## src/rtl/bsrc_fifo.sv

```systemverilog
module bsrc_fifo #(
	parameter int WIDTH = 8,
	parameter int DEPTH = 2
) (
	input logic clk,
	input logic arst_n,
	input logic push,
	input logic [WIDTH-1:0] din,
	output logic full,
	input logic pop,
	output logic [WIDTH-1:0] dout,
	output logic empty
);

	localparam int AW = $clog2(DEPTH);

	logic [WIDTH-1:0] buf_q [DEPTH];
	logic [AW-1:0] rd_q, wr_q;
	logic [AW:0] count_q;
	logic do_push, do_pop;

	assign full = (count_q == (AW+1)'(DEPTH));
	assign empty = (count_q == '0);
	assign dout = buf_q[rd_q];
	assign do_push = push && !full;
	assign do_pop = pop && !empty;

	always_ff @(posedge clk) begin
		if (do_push) begin
			buf_q[wr_q] <= din;
		end
	end

	always_ff @(posedge clk or negedge arst_n) begin
		if (!arst_n) begin
			rd_q <= '0;
			wr_q <= '0;
			count_q <= '0;
		end else begin
			if (do_push) begin
				wr_q <= wr_q + 1'b1;
			end
			if (do_pop) begin
				rd_q <= rd_q + 1'b1;
			end
			if (do_push && !do_pop) begin
				count_q <= count_q + 1'b1;
			end else if (do_pop && !do_push) begin
				count_q <= count_q - 1'b1;
			end
		end
	end

endmodule

```

## config.mk

```make
export PLATFORM = sky130hd
export DESIGN_NAME = bsrc_fifo
export DESIGN_NICKNAME = d
export VERILOG_FILES = /design/src/rtl/bsrc_fifo.sv
export SDC_FILE = /design/constraint.sdc
export NUM_CORES = 1
export LEC_CHECK = 0
export BUFFER_PORTS_ARGS = -buffer_cell sky130_fd_sc_hd__buf_2
export CAP_MARGIN = 20
export CORE_MARGIN = 2
export CORE_UTILIZATION = 30
export DETAILED_ROUTE_END_ITERATION = 7
export PLACE_DENSITY = 0.59
export REMOVE_ABC_BUFFERS = 1
export SLEW_MARGIN = 25
export SYNTH_ARGS = -nofsm -noshare
export SYNTH_HDL_FRONTEND = slang
export SYNTH_SLANG_ARGS = --single-unit
```

## constraint.sdc

```tcl
create_clock -name clk -period 1.25 [get_ports clk]
set_input_delay 0.1875 -clock clk [delete_from_list [all_inputs] [get_ports clk]]
set_output_delay 0.1875 -clock clk [all_outputs]
set_load 0.02 [all_outputs]
```

# Word-level counts from Yosys, hierarchy flattened
# Memory sizes are Yosys's and may differ from the RTL's.
# Cells that the tools add are included.
dict set report totals {
  ram_bits 16
  in_bits 12
  output_inout_bits 10
  reg_bits 4
  word_cells 23
  memories 1
}
dict set report op_classes {
  n_reduce_logical 10
  mux 4
  n_addsub 4
  n_eq_ne 1
}
# name depth width rd rd_ports_with_merged_regs wr line
set memory_table {}
lappend memory_table {buf_q 2 8 1 0 1 17} ;# logic [WIDTH-1:0] buf_q [DEPTH];
# op count
set op_table {}
lappend op_table {{$logic_and A1 B1 Y1} 4}
lappend op_table {{$logic_not A1 Y1} 4}
lappend op_table {{$mux W2} 2}
lappend op_table {{$add A1 B1 Y1 const B} 2}
lappend op_table {{$add A2 B1 Y2 const B} 1}
lappend op_table {{$eq A2 B2 Y1 const B} 1}
lappend op_table {{$logic_not A2 Y1} 1}
lappend op_table {{$mux W1} 2}
lappend op_table {{$reduce_bool A2 Y1} 1}
lappend op_table {{$sub A2 B1 Y2 const B} 1}

# Logic depth before layout (Yosys ltp)
dict set report logic_depth {
  ltp_word 7
  ltp_mapped 7
  ltp_nobuf 7
}

# Worst setup path after synthesis
# No wires, ideal clock.
dict set report synth_timing {
  path_type {reg2reg}
  start {reg count_q[0]}
  end {mem buf_q[0][0], enable pin}
  setup_slack_ns -0.142
  path_buffers 0
  required_time_ns 0.880
  stages_incl_launch_ff 4
  setup_time_ns 0.370
  synth_period_minus_slack_ns 1.392
  arrival_ns 1.022
  path_cell_list {dfrtp_1 > nand2b_1 > nand2_2 > nor2_1}
}
dict set report synth_between {
  elab_chain_cells 5
}
# element line
set synth_rtl {}
lappend synth_rtl {{start, declared} 19} ;# logic [AW:0] count_q;
lappend synth_rtl {{start signal, assigned} 47} ;# count_q <= count_q + 1'b1;
lappend synth_rtl {{start signal, assigned} 49} ;# count_q <= count_q - 1'b1;
lappend synth_rtl {{$eq A2 B2 Y1} 22} ;# assign full = (count_q == (AW+1)'(DEPTH));
lappend synth_rtl {{$logic_not A1 Y1} 25} ;# assign do_push = push && !full;
lappend synth_rtl {{$logic_and A1 B1 Y1} 25}
lappend synth_rtl {{$mux W1} 29} ;# if (do_push) begin
lappend synth_rtl {{$mux W1 (implied by the code)} 30} ;# buf_q[wr_q] <= din;
lappend synth_rtl {{end, declared} 17}
# No other way between the ends.

# Final worst setup path
dict set report layout_timing {
  start {reg rd_q}
  end {out dout[2]}
}
dict set report layout_between {
  elab_chain_cells 1
}
# element line
set layout_rtl {}
lappend layout_rtl {{start, declared} 18} ;# logic [AW-1:0] rd_q, wr_q;
lappend layout_rtl {{start signal, assigned} 44} ;# rd_q <= rd_q + 1'b1;
lappend layout_rtl {{$mem_v2 Z2 W8} -}
lappend layout_rtl {{end, declared} 11} ;# output logic [WIDTH-1:0] dout,
# No other way between the ends.

==> implementation parameters <==
Parameter                              Value

Outcome
  Outcome    finished, violations left
  Violations in the final reports    setup timing

Worst setup path
  Max FO, Critical Path    5
  Cells on worst reg2reg path    7
  Endpoint required time on the critical path    1.06 ns
  Crit path kind    register to output pin
  Data arrival time of the critical path    1.29 ns
  Startpoint types    register
  Crit-path max cell delay    0.39 ns
  Most frequent CP cell    sky130_fd_sc_hd__buf_6
  Reg2reg setup slack    -0.12 ns
  Cells along the critical path    buf_6, mux2_2, buf_6
  End of the worst register-to-register path    count_q[1]
  Capturing element type of the critical path    output pin
  Slowest cell on the critical path    sky130_fd_sc_hd__dfrtp_2
  Startpoint of the worst register-to-register path    count_q[0]

Clock tree
  Worst-Skew Late Latency    0.30 ns
  TritonCTS clock tree    yes
  Largest buffer count on any clock path    2
  Clock transition at path regs    0.11 ns
  Clock root cell    sky130_fd_sc_hd__clkbuf_4
  TritonCTS buffer count    3
  Clock Sinks    20
  H-tree levels    1

Hold path
  Hold path start    din[5]
  Type of the tightest min-delay check    input pin to register
  Worst hold endpoint    buf_q[0][5]
  Min-Delay Path Depth    1

Flow run
  Number of max-capacitance violations reported    0

Synth
  YS warnings    0
  Portion of netlist area occupied by mux cells    0.115
  Xor and xnor area share after synthesis    0.0656
  Cell type with the highest aggregate area in the netlist    sky130_fd_sc_hd__edfxtp_1
  Yosys top cell area share    0.614
  Register bit total from synthesis    20
  Number of library cell types mapped by synthesis    15
  Post-synthesis sequential area ratio    0.742
  Synth Instances    44
  Post-synthesis compound-gate area fraction    0.00640
  Simple logic cell fraction of the synthesized area    0.0384
  Mapped Area    782 um2
  Synthesized area per cell    17.8 um2
  Synth top area cells    sky130_fd_sc_hd__edfxtp_1 61%, sky130_fd_sc_hd__dfrtp_1 13%, sky130_fd_sc_hd__mux2_1 8.6%
  Arithmetic-cell share of the synthesized area counting full adders, half adders and majority gates    0.0160
  Dominant combinational cell family by area after synthesis    multiplexers

Route
  Via count    508
  Total Wirelength    1.64 mm
  Total DRC errors in the routed layout    0
  Router iterations before antenna repair    4
  Final antenna-violating net count    0
  Routed wire length per instance    14.3 um
  DRC violation total after the first TritonRoute iteration    2
  Via-per-instance ratio    4.46

Floorplan
  Core region area    2480 um2
  Width of the die    55.1 um
  Floorplan die area    3030 um2
  Initial Util    0.316
  Die height    55.1 um
  Std cell rows    18
  IO Pins    22

Power
  Largest vdd supply drop    0.00163 V
  Leakage    0.000545 uW
  Ratio of total power to cell area    2620 nW/um2

Global route
  Largest net degree at the start of global routing    13
  Aggregate global routing overflow    0
  Antenna violations before repair    0
  Global-route wire length before repair    2.62 mm
  Total routing resource utilization after global routing    0.131
  Via count of the first global-routing pass    601

Place
  Final GP Congestion    0.671
  Placement Setup Slack    -0.103 ns
  HPWL Detailed    968 um
  Port Buffers    21

Cells and area
  Antenna diode count    0
  Number of fill cells    227
  Total Nets Final    98
  Fraction of final layout cells with drive strength greater than 1    0.726
  Final cell utilization of the core    0.520
  Growth of design area from synthesis to finish    64.8%

STA
  Maximum clock skew at final layout    0.00357 ns
  Pins Over Slew Limit    0
  Worst slew margin    0.886
  Final Critical Period    1.48 ns
  Number of setup violations in the final report    19
  Fmax    676 MHz
  Final count of hold timing violations    0
  Unrepaired setup endpoints after global routing    true
  Share of the clock period used by the worst path    1.18
  Min setup slack post-route    -0.228 ns
  Slew at the pin closest to its max-slew limit    0.170 ns
==> registers in the layout (all words and copies together) (netlist names) <==
name / cells
rd_q: 1
buf_q: 16
count_q: 2
wr_q: 1
==> through the flow <==
stage | instance area (um2) | instances | TNS, ns | hold slack (ns) | total power [uW]
after floorplan | 777 | 43 | -1.27 | -0.108 | 1640
after global placement | 995 | 104 | -0.857 | 0.00112 | 2080
after detailed placement | 995 | 104 | -1.37 | 0.00695 | 2110
after CTS | 1240 | 114 | -2.20 | 0.0571 | 3240
after global routing | 1290 | 114 | -3.00 | 0.0500 | 3560
final | 1290 | 114 | -2.23 | 0.0708 | 3370
==> cell usage after synthesis <==
library cell,n
sky130_fd_sc_hd__and3_1,1
sky130_fd_sc_hd__buf_2,1
sky130_fd_sc_hd__dfrtp_1,4
sky130_fd_sc_hd__edfxtp_1,16
sky130_fd_sc_hd__ha_1,1
sky130_fd_sc_hd__inv_1,2
sky130_fd_sc_hd__mux2_1,6
sky130_fd_sc_hd__mux2_2,2
sky130_fd_sc_hd__nand2_2,1
sky130_fd_sc_hd__nand2b_1,1
sky130_fd_sc_hd__nor2_1,3
sky130_fd_sc_hd__o21ai_1,1
sky130_fd_sc_hd__xnor2_1,2
sky130_fd_sc_hd__xnor2_2,1
sky130_fd_sc_hd__xor2_1,2
==> logic make-up (layout without fill, tap and decap cells) <==
kind of cell,count (synthesis),count (layout)
flops,20,20
xor+xnor,5,5
buf+inv,3,43
compound gates,1,1
fa+ha+maj,1,1
mux,8,8
simple gates,6,6
==> final cells by class <==
class / count / area, um2 / share of cell area
Tap cell: 30 / 37.5 / 0.0291
Inverter: 2 / 12.5 / 0.00971
Multi-Input combinational cell: 21 / 279 / 0.217
Clock inverter: 1 / 30.0 / 0.0233
Timing Repair Buffer: 37 / 324 / 0.251
Clock buffer: 3 / 22.5 / 0.0175
Sequential cell: 20 / 583 / 0.452
==> metal layers <==
layer / up-vias / global-route usage / wire length, um
li1: 239 / - / -
met1: 251 / 0.122 / 579
met2: 18 / 0.258 / 952
met3: 0 / 0.0538 / 103
met4: 0 / 0.0366 / 0
met5: - / 0 / 0
==> what timing repair did <==
item	in CTS	in global routing
pin swaps	8	6
setup buffers	5	1
setup endpoints to repair	27	21
resized for setup	46	12
endpoints found under the hold margin	4	0
hold buffers	1	0
==> cells in the final DEF (no fill, tap or decap) <==
master / instances
sky130_fd_sc_hd__buf_6: 19
sky130_fd_sc_hd__edfxtp_1: 16
sky130_fd_sc_hd__buf_2: 11
sky130_fd_sc_hd__mux2_4: 7
sky130_fd_sc_hd__buf_4: 6
sky130_fd_sc_hd__clkbuf_4: 3
sky130_fd_sc_hd__nor2_4: 2
sky130_fd_sc_hd__inv_4: 2
sky130_fd_sc_hd__xnor2_1: 2
sky130_fd_sc_hd__dfrtp_1: 2
sky130_fd_sc_hd__dfrtp_2: 2
sky130_fd_sc_hd__nand2b_4: 1
sky130_fd_sc_hd__mux2_2: 1
sky130_fd_sc_hd__nand2_4: 1
sky130_fd_sc_hd__o21ai_4: 1
sky130_fd_sc_hd__and3_4: 1
sky130_fd_sc_hd__xnor2_2: 1
sky130_fd_sc_hd__xor2_2: 1
sky130_fd_sc_hd__nor2_1: 1
sky130_fd_sc_hd__xor2_1: 1
sky130_fd_sc_hd__ha_4: 1
sky130_fd_sc_hd__bufinv_16: 1
sky130_fd_sc_hd__dlygate4sd3_1: 1
==> report_power, final <==
group	switching, uW	internal (uW)
combinational	783	1040
sequential	97.6	938
clock	193	324
total	1070	2300
==> worst max path at each step <==
stage | slack [ns] | endpoint | startpoint
after floorplan | -0.14 | buf_q[0][0] | count_q[0]
after global placement | -0.05 | count_q[1] | count_q[0]
after detailed placement | -0.10 | count_q[1] | count_q[0]
after CTS | -0.24 | dout[2] | rd_q
after global routing | -0.28 | dout[2] | rd_q
final | -0.23 | dout[2] | rd_q
==> critical path: cells and delay by family, from the launching register on <==
kind                   cells  cell delay, ns
buffers and inverters      2            0.26
DFF                        1            0.39
muxes                      1            0.34
(Power assumes the default switching activity.)
